==> src/hw/rtl/fpce_pkg.sv <==
// Shared types, character codes and place-value table for the format
// character expander. No dependencies.
`timescale 1ns / 1ps

package fpce_pkg;

    // Character codes
    localparam logic [7:0] CH_NUL     = 8'h00;
    localparam logic [7:0] CH_PERCENT = 8'h25;
    localparam logic [7:0] CH_ZERO    = 8'h30;
    localparam logic [7:0] CH_A       = 8'h41;
    localparam logic [7:0] CH_LC_X    = 8'h78;
    localparam logic [7:0] CH_UC_X    = 8'h58;
    localparam logic [7:0] CH_LC_D    = 8'h64;
    localparam logic [7:0] CH_LC_I    = 8'h69;
    localparam logic [7:0] CH_LC_C    = 8'h63;
    localparam logic [7:0] CH_UC_C    = 8'h43;

    // Widths and last digit indexes
    localparam int unsigned PLACE_W  = 14;
    localparam int unsigned REM_W    = 17;
    localparam logic [2:0]  HEX_LAST = 3'd3;
    localparam logic [2:0]  DEC_LAST = 3'd4;

    // Sequencer states
    typedef enum logic [2:0] {
        ST_IDLE = 3'b001,
        ST_CALC = 3'b010,
        ST_EMIT = 3'b100
    } t_state;

    // Place value of digit idx, most significant first
    function automatic logic [PLACE_W-1:0] place_value(input logic is_hex,
                                                       input logic [2:0] idx);
        logic [PLACE_W-1:0] p;
        p = '0;
        if (is_hex) begin
            unique case (idx)
                3'd0:    p = 14'd4096;
                3'd1:    p = 14'd256;
                3'd2:    p = 14'd16;
                default: p = 14'd1;
            endcase
        end else begin
            unique case (idx)
                3'd0:    p = 14'd10000;
                3'd1:    p = 14'd1000;
                3'd2:    p = 14'd100;
                3'd3:    p = 14'd10;
                default: p = 14'd1;
            endcase
        end
        return p;
    endfunction

    // ASCII for one digit, uppercase letters above nine
    function automatic logic [7:0] digit_char(input logic [3:0] d);
        logic [7:0] c;
        if (d < 4'd10) c = CH_ZERO + {4'd0, d};
        else           c = CH_A + {4'd0, d} - 8'd10;
        return c;
    endfunction

endpackage

==> src/hw/rtl/fpce_if.sv <==
// Valid/ready channel interfaces for the format character expander.
// Depend on nothing but the clock domain of the user.
`timescale 1ns / 1ps

// Input channel: one format byte and its value per transfer
interface fpce_in_if;
    logic        valid;
    logic        ready;
    logic [7:0]  format_char;
    logic [15:0] value;

    modport source (output valid, output format_char, output value, input ready);
    modport sink   (input valid, input format_char, input value, output ready);
endinterface

// Output channel: one character per transfer
interface fpce_out_if;
    logic       valid;
    logic       ready;
    logic [7:0] out_char;
    logic       last;

    modport source (output valid, output out_char, output last, input ready);
    modport sink   (input valid, input out_char, input last, output ready);
endinterface

==> src/hw/rtl/format_print_char_expander.sv <==
// Top level of the format character expander: parser, digit sequencer and
// output register. Depends on fpce_pkg and the channel interfaces in fpce_if.
`timescale 1ns / 1ps

// Channel   Dir  Modport  Payload                      Notes
// i_fmt     in   sink     format_char[7:0] value[15:0] one byte per transfer
// o_chr     out  source   out_char[7:0] last           0..5 transfers per input
//
// A byte that emits nothing is consumed in idle; a plain byte or %c goes
// straight to its output transfer. Each digit takes 4 compare-subtract
// steps on the shared unit plus its output transfer. i_fmt.ready is high
// only while idle.
// Reset clears the sequencer and the pending '%' flag. A stall on o_chr
// holds the digit in the output register and pauses the sequencer.
module format_print_char_expander (
    input  logic          i_clk,
    input  logic          i_rst_n,
    fpce_in_if.sink       i_fmt,
    fpce_out_if.source    o_chr
);

    fpce_pkg::t_state r_state, n_state;
    logic                          r_pending, n_pending;
    logic                          r_hex, n_hex;
    logic [2:0]                    r_idx, n_idx;
    logic [1:0]                    r_step, n_step;
    logic [3:0]                    r_dig, n_dig;
    logic [fpce_pkg::REM_W-1:0]    r_rem, n_rem;
    logic [7:0]                    r_char, n_char;
    logic                          r_last, n_last;

    logic [fpce_pkg::REM_W-1:0]    w_trial;
    logic                          w_ge;
    logic [2:0]                    w_last_idx;
    logic [7:0]                    w_c;

    // Shared compare-subtract unit: place value scaled by 8, 4, 2, 1
    assign w_trial = fpce_pkg::REM_W'(fpce_pkg::place_value(r_hex, r_idx)) << r_step;
    assign w_ge    = (r_rem >= w_trial);
    assign w_last_idx = r_hex ? fpce_pkg::HEX_LAST : fpce_pkg::DEC_LAST;
    assign w_c     = i_fmt.format_char;

    assign i_fmt.ready    = (r_state == fpce_pkg::ST_IDLE);
    assign o_chr.valid    = (r_state == fpce_pkg::ST_EMIT);
    assign o_chr.out_char = r_char;
    assign o_chr.last     = r_last;

    // Sequencer
    always_comb begin
        n_state   = r_state;
        n_pending = r_pending;
        n_hex     = r_hex;
        n_idx     = r_idx;
        n_step    = r_step;
        n_dig     = r_dig;
        n_rem     = r_rem;
        n_char    = r_char;
        n_last    = r_last;
        unique case (r_state)
            fpce_pkg::ST_IDLE: begin
                if (i_fmt.valid) begin
                    n_rem  = {1'b0, i_fmt.value};
                    n_idx  = 3'd0;
                    n_step = 2'd3;
                    n_dig  = 4'd0;
                    priority if (w_c == fpce_pkg::CH_NUL) begin
                        n_pending = 1'b0;
                    end else if (r_pending) begin
                        n_pending = 1'b0;
                        priority if (w_c == fpce_pkg::CH_LC_X || w_c == fpce_pkg::CH_UC_X) begin
                            n_hex   = 1'b1;
                            n_state = fpce_pkg::ST_CALC;
                        end else if (w_c == fpce_pkg::CH_LC_D || w_c == fpce_pkg::CH_LC_I) begin
                            n_hex   = 1'b0;
                            n_state = fpce_pkg::ST_CALC;
                        end else if (w_c == fpce_pkg::CH_LC_C || w_c == fpce_pkg::CH_UC_C) begin
                            n_char  = i_fmt.value[7:0];
                            n_last  = 1'b1;
                            n_state = fpce_pkg::ST_EMIT;
                        end else begin
                            n_state = fpce_pkg::ST_IDLE;
                        end
                    end else if (w_c == fpce_pkg::CH_PERCENT) begin
                        n_pending = 1'b1;
                    end else begin
                        n_char  = w_c;
                        n_last  = 1'b1;
                        n_state = fpce_pkg::ST_EMIT;
                    end
                end
            end
            fpce_pkg::ST_CALC: begin
                // One quotient bit per cycle
                if (w_ge) begin
                    n_rem        = r_rem - w_trial;
                    n_dig[r_step] = 1'b1;
                end
                if (r_step == 2'd0) begin
                    n_char  = fpce_pkg::digit_char(n_dig);
                    n_last  = (r_idx == w_last_idx);
                    n_state = fpce_pkg::ST_EMIT;
                end else begin
                    n_step = r_step - 2'd1;
                end
            end
            fpce_pkg::ST_EMIT: begin
                if (o_chr.ready) begin
                    if (r_last) begin
                        n_state = fpce_pkg::ST_IDLE;
                    end else begin
                        n_idx   = r_idx + 3'd1;
                        n_step  = 2'd3;
                        n_dig   = 4'd0;
                        n_state = fpce_pkg::ST_CALC;
                    end
                end
            end
            default: begin
                n_state = fpce_pkg::ST_IDLE;
            end
        endcase
    end

    // Control registers
    always_ff @(posedge i_clk) begin
        if (!i_rst_n) begin
            r_state   <= fpce_pkg::ST_IDLE;
            r_pending <= 1'b0;
        end else begin
            r_state   <= n_state;
            r_pending <= n_pending;
        end
    end

    // Datapath registers
    always_ff @(posedge i_clk) begin
        r_hex  <= n_hex;
        r_idx  <= n_idx;
        r_step <= n_step;
        r_dig  <= n_dig;
        r_rem  <= n_rem;
        r_char <= n_char;
        r_last <= n_last;
    end

endmodule

==> src/flat_wrapper.sv <==
// flat-port wrapper written by rule: the top's interface ports become plain ports
module format_print_char_expander_flat 
  (i_clk, i_rst_n, i_fmt_valid, i_fmt_format_char, i_fmt_value, i_fmt_ready, o_chr_valid, o_chr_out_char, o_chr_last, o_chr_ready);
  fpce_in_if i_fmt_i ();
  fpce_out_if o_chr_i ();
  input  logic i_clk;
  input  logic i_rst_n;
  input wire logic [$bits(i_fmt_i.valid)-1:0] i_fmt_valid;
  input wire logic [$bits(i_fmt_i.format_char)-1:0] i_fmt_format_char;
  input wire logic [$bits(i_fmt_i.value)-1:0] i_fmt_value;
  output wire logic [$bits(i_fmt_i.ready)-1:0] i_fmt_ready;
  output wire logic [$bits(o_chr_i.valid)-1:0] o_chr_valid;
  output wire logic [$bits(o_chr_i.out_char)-1:0] o_chr_out_char;
  output wire logic [$bits(o_chr_i.last)-1:0] o_chr_last;
  input wire logic [$bits(o_chr_i.ready)-1:0] o_chr_ready;
  assign i_fmt_i.valid = i_fmt_valid;
  assign i_fmt_i.format_char = i_fmt_format_char;
  assign i_fmt_i.value = i_fmt_value;
  assign i_fmt_ready = i_fmt_i.ready;
  assign o_chr_valid = o_chr_i.valid;
  assign o_chr_out_char = o_chr_i.out_char;
  assign o_chr_last = o_chr_i.last;
  assign o_chr_i.ready = o_chr_ready;
  format_print_char_expander u_core (.i_clk(i_clk), .i_rst_n(i_rst_n), .i_fmt(i_fmt_i), .o_chr(o_chr_i));
endmodule
==> config.mk <==
export PLATFORM = sky130hd
export DESIGN_NAME = format_print_char_expander_flat
export DESIGN_NICKNAME = d
export VERILOG_FILES = /design/src/hw/rtl/fpce_pkg.sv /design/src/hw/rtl/fpce_if.sv /design/src/hw/rtl/format_print_char_expander.sv /design/src/flat_wrapper.sv
export SDC_FILE = /design/constraint.sdc
export NUM_CORES = 1
export LEC_CHECK = 0
export BUFFER_PORTS_ARGS = -buffer_cell sky130_fd_sc_hd__buf_4
export CORE_UTILIZATION = 51
export CTS_BUF_LIST = sky130_fd_sc_hd__clkbuf_4 sky130_fd_sc_hd__clkbuf_8
export CTS_CLUSTER_SIZE = 28
export DETAILED_ROUTE_END_ITERATION = 12
export GPL_TIMING_DRIVEN = 0
export PLACE_DENSITY_LB_ADDON = 0.15
export SLEW_MARGIN = 20
export SYNTH_ARGS = -nofsm -noshare
export SYNTH_HDL_FRONTEND = slang
export SYNTH_SLANG_ARGS = --single-unit
==> constraint.sdc <==
create_clock -name i_clk -period 13.85 [get_ports i_clk]
set_input_delay 3.4625 -clock i_clk [delete_from_list [all_inputs] [get_ports i_clk]]
set_output_delay 3.4625 -clock i_clk [all_outputs]
set_load 0.03 [all_outputs]
==> results of run 1 <==
## cells in the mapped netlist, types with 10 or more instances
library cell / number
a21oi_1: 29
clkbuf_1: 15
edfxtp_1: 36
ha_1: 27
inv_1: 13
nand2_1: 46
nor2_1: 24
nor2b_1: 10
nor3_1: 12
o21a_1: 11
o21ai_0: 31
## kinds of logic after synthesis
logic type                 Yosys count
adders and majority gates           28
AOI/OAI and AO/OA                  139
xor gates and xnor gates            11
DFF                                 40
buffers and inverters               33
muxes                                8
and+or+nand+nor                    133
## where the power goes
group | switching, W | internal, W | leakage, nW | total [W]
Clock | 0.0000470 | 0.0000543 | 0.0548 | 0.000101
Combinational | 0.0000744 | 0.0000513 | 1.12 | 0.000126
Sequential | 0.00000572 | 0.000145 | 0.367 | 0.000151
## state kept, by name, indices dropped and copies added, names as in the netlist
| name | count |
|---|---|
| u_core.r_rem | 17 |
| u_core.o_chr.out_char | 8 |
| u_core.r_dig | 4 |
| u_core.r_idx | 3 |
| u_core.r_state | 3 |
| u_core.r_step | 2 |
| u_core.o_chr.last | 1 |
| u_core.r_hex | 1 |
| u_core.r_pending | 1 |
## through the flow
| step | util [%] | hold WS [ns] |
|---|---|---|
| after floorplan | - | 0.532 |
| after global placement | 60.0 | 0.578 |
| after detailed placement | 60.3 | 0.583 |
| after CTS | 62.0 | 0.603 |
| after global routing | 62.0 | 0.637 |
| final | 62.0 | 0.615 |
## metal layers
| metal | vias to the layer above | global-route usage, % | share of wire, % |
|---|---|---|---|
| met5 | - | 0 | 0 |
| met4 | 0 | 10.9 | 2.1 |
| met3 | 16 | 4.28 | 5.3 |
| met2 | 109 | 40.0 | 44 |
| met1 | 1505 | 39.4 | 49 |
| li1 | 1578 | - | - |
## cell type report
class                           count  area [um^2]  share of cell area (%)
Tap cell                           77         96.3                    2.39
Timing Repair Buffer               39          300                    7.45
Clock inverter                      3         46.3                    1.15
Clock buffer                        5         68.8                    1.71
Inverter                           14         52.6                    1.30
Buffer                             19         76.3                    1.89
Multi-Input combinational cell    319         2230                    55.3
Sequential cell                    40         1160                    28.8
## worst paths after layout
| check | from | endpoint | slack, ns | cells past startpoint |
|---|---|---|---|---|
| min | u_core.r_state[0] | u_core.r_state[0] | 0.62 | 2 |
| max | u_core.r_state[0] | i_fmt_ready | 8.84 | 3 |
| max reg2reg | u_core.r_idx[1] | u_core.o_chr.out_char[1] | 9.49 | 15 |
| min reg2reg | u_core.r_state[0] | u_core.r_state[0] | 0.62 | 2 |
## tightest hold or removal path, stage by stage, from the launching register on
cell     delay (ns)
dfxtp_1        0.37
mux2i_1        0.15
nand2_1        0.06
==> results by group, run 1 <==
Status
  • Outcome: finished clean

Clock tree
  • CTS root buf: clkbuf_8
  • Clock Pin Slew Worst Setup and Hold Paths: 0.08 ns
  • Number of buffers created by CTS: 5
  • Cts repair resizes: 0
  • Number of H-tree levels: 2
  • Worst skew pair latency: 0.31 ns
  • Post-CTS setup buffers: 0
  • TritonCTS clock tree: yes
  • Clock net sink count: 40
  • Hold_buf cts: 0
  • CTS Buffer Depth: 2

Yosys
  • Area share of the largest cell type after synthesis: 30.8%
  • Post-synthesis mux area share: 2.31%
  • Synthesized-area fraction occupied by and/or/nand/nor cells: 19.1%
  • Synth Register Bits: 40
  • Sequential share of the synthesized area: 33.0%
  • Mean Syn Cell Area: 8.96 um^2
  • Post-synth cell types: 76
  • Top cells by area, synth: edfxtp_1, ha_1, nand2_1
  • Most used DFF post-synth: edfxtp_1
  • Synth Area in XOR/XNOR: 2.74%
  • Synth Area in Compound Gates: 29.0%
  • Post-synth top area cell: edfxtp_1
  • Largest family of logic cells by synthesized area: compound AO/OA/AOI/OAI gates
  • Post-synth ARST share: 0%
  • Mapped Area: 3510 um^2
  • Gate Count Post-Synth: 392
  • YS warnings: 0
  • Syn_nets: 448
  • Post-synth EDFFs: 36
  • Synth Area in Adders: 10.2%

STA
  • Clock skew: 0.0126 ns
  • Final Hold Violating Endpoints: 0
  • Final Setup Violations: 0
  • F_max: 199 MHz
  • Slew @ Worst Pin: 0.635 ns
  • Period utilization: 36.2%
  • Unrepaired setup endpoints after global routing: no
  • Slew margin rel.: 57.6%
  • Slew Viols, Final: 0
  • Final min period: 5.01 ns
  • Setup TNS: 0 ns
  • Final WS setup: 8.84 ns

Floorplanning
  • Initial Util: 54.1%
  • Die Area: 7230 um^2
  • Row count: 29
  • Ports: 39
  • Core Region: 6490 um^2
  • Die width: 85 um
  • Die height: 85 um

Drt
  • DR DRC count: 0
  • Wire length per cell: 17.9 um
  • ANT nets after route: 0
  • Drt pass-1 iters: 5
  • Routed vias: 3208
  • Total wire length: 9230 um
  • Initial DRC count: 169
  • Vias per cell: 6.22

Cells and area
  • Number of antenna diodes: 0
  • # nets final: 494
  • Share of layout cells above drive strength 1: 16.4%
  • Most common cell after layout, fill and taps aside: nand2_1
  • Area Growth Syn to Fin: 14.7%
  • Final Non-Filler Cells: 516
  • Commonest cells after routing, fill and taps aside: nand2_1, buf_4, edfxtp_1
  • Post-route design area: 4030 um^2
  • Fill count: 593

Setup path
  • Critical path arrival: 1.55 ns
  • Top Family by Delay on Critical Path: simple AND/OR/NAND/NOR gates
  • Critical path type: flip-flop to output pin
  • Critical Path Source Type: flip-flop
  • Crit-path max FO: 6
  • Crit path capture type: output pin
  • CP Cell Sequence: or3b_2 -> inv_1 -> buf_4
  • Worst path required time: 10.39 ns
  • Buf/Inv on CP: 2
  • Crit-path slowest cell: or3b_2
  • Peak per-stage delay on the critical path: 0.50 ns

Placement
  • Post-DP HPWL: 7050 um
  • Area after DPL: 3910 um^2
  • Port Buffers: 38
  • Routability congestion estimate: 0.891
  • Pre-CTS WS: 8.57 ns
  • Placed insts: 508

Pwr
  • Pwr Total: 0.000378 W
  • Peak VDD IR: 0.0000574 V
  • Pwr per Cell Area: 93.8 nW/um^2
  • Leakage: 1.54 nW

Global route
  • Global-route wire length before repair: 15200 um
  • Global route total overflow: 0
  • GRT Resource Usage Total: 27.0%
  • Via count of the first global-routing pass: 2965
  • Largest net degree at the start of global routing: 15
  • Initial antenna violation count: 0

Worst hold path
  • HP Class: flip-flop to flip-flop

Job
  • MaxCap Viol Count: 0
(Power assumes the default switching activity.)
==> inputs of run 2 (changes only) <==
==> constraint.sdc (replaced) <==
create_clock -name i_clk -period 4.45 [get_ports i_clk]
set_input_delay 1.1125 -clock i_clk [delete_from_list [all_inputs] [get_ports i_clk]]
set_output_delay 1.1125 -clock i_clk [all_outputs]
set_load 0.03 [all_outputs]
==> results by group, run 2 (same netlist as run 1, synthesis figures left out) <==
Status
  • Outcome: finished clean

Floorplanning
  • Row count: 29 (unchanged)
  • Ports: 39 (unchanged)
  • Core Region: 6490 um^2 (unchanged)
  • Die width: 85 um (unchanged)
  • Initial Util: 54.1% (unchanged)
  • Die height: 85 um (unchanged)
  • Die Area: 7230 um^2 (unchanged)

Job
  • MaxCap Viol Count: 0 (unchanged)

Cells and area
  • Most common cell after layout, fill and taps aside: nand2_1
  • Share of layout cells above drive strength 1: 17.6% (+1.2 points)
  • Register bank with the most flops: u_core.r_rem
  • # nets final: 498 (+0.81%)
  • Number of flip-flops in the largest register: 17 (unchanged)
  • Number of antenna diodes: 0 (unchanged)
  • Area Growth Syn to Fin: 15.9%
  • Commonest cells after routing, fill and taps aside: nand2_1, buf_4, edfxtp_1
  • Final Non-Filler Cells: 520 (+0.78%)
  • Post-route design area: 4070 um^2 (+1.1%)

Setup path
  • Top cell by count, worst path: ha_1
  • Critical path type: flip-flop to flip-flop
  • Crit-path max FO: 6 (unchanged)
  • Critical path arrival: 4.31 ns (+2.76 ns)
  • CP Cell Sequence: inv_1 -> ha_1 -> nor2b_2 -> nor3_1 -> a211oi_1 -> mux2i_1 -> ha_1 -> o21a_1 -> o31a_1 -> o31a_4 -> o41a_4 -> a31oi_4 -> ha_1 -> and3b_2 -> a2bb2oi_1
  • Crit path capture type: flip-flop
  • Peak per-stage delay on the critical path: 0.43 ns (-0.07 ns)
  • Reg-to-reg startpoint: u_core.r_idx[1]
  • Critical R2R Capture: u_core.o_chr.out_char[1]
  • Critical Path Source Type: flip-flop
  • Crit-path slowest cell: o41a_4
  • Worst path required time: 4.60 ns (-5.79 ns)
  • Worst reg-to-reg path cell count: 15 (unchanged)
  • R2R Setup Slk: 0.28 ns (-9.21 ns)

Clock tree
  • Clock net sink count: 40 (unchanged)
  • CTS Buffer Depth: 2 (unchanged)
  • CTS root buf: clkbuf_8
  • Number of buffers created by CTS: 5 (unchanged)
  • Number of H-tree levels: 2 (unchanged)
  • TritonCTS clock tree: yes
  • Clock Pin Slew Worst Setup and Hold Paths: 0.09 ns (about the same)
  • Worst skew pair latency: 0.30 ns (about the same)

STA
  • Slew @ Worst Pin: 0.628 ns (-0.00705 ns)
  • F_max: 240 MHz
  • Final Setup Violations: 0 (unchanged)
  • Clock skew: 0.0114 ns (-0.00122 ns)
  • Unrepaired setup endpoints after global routing: no
  • Slew margin rel.: 58.1% (+0.47 points)
  • Slew Viols, Final: 0 (unchanged)
  • Period utilization: 93.6%
  • Setup TNS: 0 ns (unchanged)
  • Final min period: 4.17 ns
  • Final Hold Violating Endpoints: 0 (unchanged)

Pwr
  • Clock power frac: 26.5% (-0.3 points)
  • Leakage: 1.57 nW (+2.0%)
  • Pwr Total: 0.00118 W (+210%)
  • Pwr per Cell Area: 290 nW/um^2 (+210%)
  • NetSw: 0.000396 W (+210%)
  • Peak VDD IR: 0.000178 V (+210%)
  • Power Internal: 0.000786 W (+210%)
  • Sw Ratio: 33.5% (-0.14 points)
  • Sequential power share: 39.7% (-0.2 points)
  • Comb pwr share: 33.8% (+0.5 points)

Placement
  • Post-DP HPWL: 7050 um (unchanged)
  • Placed insts: 508 (unchanged)
  • Area after DPL: 3910 um^2 (unchanged)
  • Routability congestion estimate: 0.891 (unchanged)
  • Port Buffers: 38 (unchanged)

Drt
  • Drt pass-1 iters: 4 (-1)
  • Initial DRC count: 175 (+3.6%)
  • Vias per cell: 6.17 (-0.77%)
  • Total wire length: 9270 um (+0.40%)
  • Routed vias: 3208 (unchanged)
  • DR DRC count: 0 (unchanged)
  • Wire length per cell: 17.8 um (-0.37%)
  • ANT nets after route: 0 (unchanged)

Global route
  • Global-route wire length before repair: 15200 um (unchanged)
  • Via count of the first global-routing pass: 2965 (unchanged)
  • GRT Resource Usage Total: 27.0% (unchanged)
  • Largest net degree at the start of global routing: 15 (unchanged)
  • Global route total overflow: 0 (unchanged)
  • Initial antenna violation count: 0 (unchanged)

Worst hold path
  • HP Class: flip-flop to flip-flop
  • WHS Path Cells: 2 (unchanged)
  • Min-delay src: u_core.r_state[0]
  • Hold Path Sink: u_core.r_state[0]
-- run 2: changes by cell type in the layout (fill, tap and decap cells not counted) --
| cell | delta |
|---|---|
| buf_4 | +4 |
| o21ai_0 | -1 |
| o41a_2 | -1 |
| clkbuf_1 | -1 |
| o41a_4 | +1 |
| o21ai_1 | +1 |
| nor2b_1 | -1 |
| clkbuf_2 | +1 |
| nor2b_2 | +1 |
-- run 2: timing repair --
| action | CTS | global route |
|---|---|---|
| gates resized for setup | 0 | 5 |
| setup endpoints to repair | 0 | 14 |
| setup buffers | 0 | 4 |
| hold buffers | 0 | 0 |
-- run 2: worst max-delay path by stage --
stage	to	slack [ns]	depth (start not counted)	from
3_3_place_gp	u_core.r_rem[1]	-1.24	14	u_core.r_idx[0]
2_1_floorplan	u_core.r_rem[0]	0.01	14	u_core.r_idx[0]
4_1_cts	u_core.o_chr.out_char[1]	0.15	15	u_core.r_idx[1]
6_report	u_core.o_chr.out_char[1]	0.28	15	u_core.r_idx[1]
3_5_place_dp	u_core.o_chr.out_char[1]	0.18	15	u_core.r_idx[1]
5_1_grt	u_core.o_chr.out_char[1]	0.08	15	u_core.r_idx[0]
-- run 2: power by group through the flow --
stage | sequential [W] | clock, W | combinational [W]
after floorplan | 0.000487 | 0 | 0.000265
after global placement | 0.000478 | 0 | 0.000371
after detailed placement | 0.000477 | 0 | 0.000382
after CTS | 0.000470 | 0.000318 | 0.000388
after global routing | 0.000472 | 0.000330 | 0.000438
final | 0.000469 | 0.000314 | 0.000400
-- run 2: through the flow --
stage | hold WS (ns) | util (%) | worst slack, ns
4_1_cts | 0.603 | 62.0 | 0.145
6_report | 0.614 | 62.7 | 0.285
5_1_grt | 0.637 | 62.7 | 0.0759
3_5_place_dp | 0.583 | 60.3 | 0.179
3_3_place_gp | 0.578 | 60.0 | -1.24
2_1_floorplan | 0.532 | - | 0.0119
-- run 2: layout make-up --
type                       instances  area [um^2]
clock buffer                       5         68.8
buffer                            19         77.6
fill                             586         2420
tap                               77         96.3
sequential                        40         1160
inverter                          14         52.6
clock inverter                     3         46.3
multi-input combinational        319         2240
timing repair buffer              43          330
-- run 2: critical path, delay by kind of cell (launching register included) --
kind | cells | cell delay [ns]
fa+ha+maj | 3 | 0.90
buf+inv | 1 | 0.14
compound gates | 7 | 1.79
simple gates | 3 | 0.57
mux | 1 | 0.20
flops | 1 | 0.42
-- run 2: layer usage --
metal  track usage [%]  wire length [um]  up-vias
met4              10.9               174        0
met2              40.0              4050       97
li1                  -                 -     1590
met5                 0                 0        -
met3              4.28               415       16
met1              39.4              4630     1505
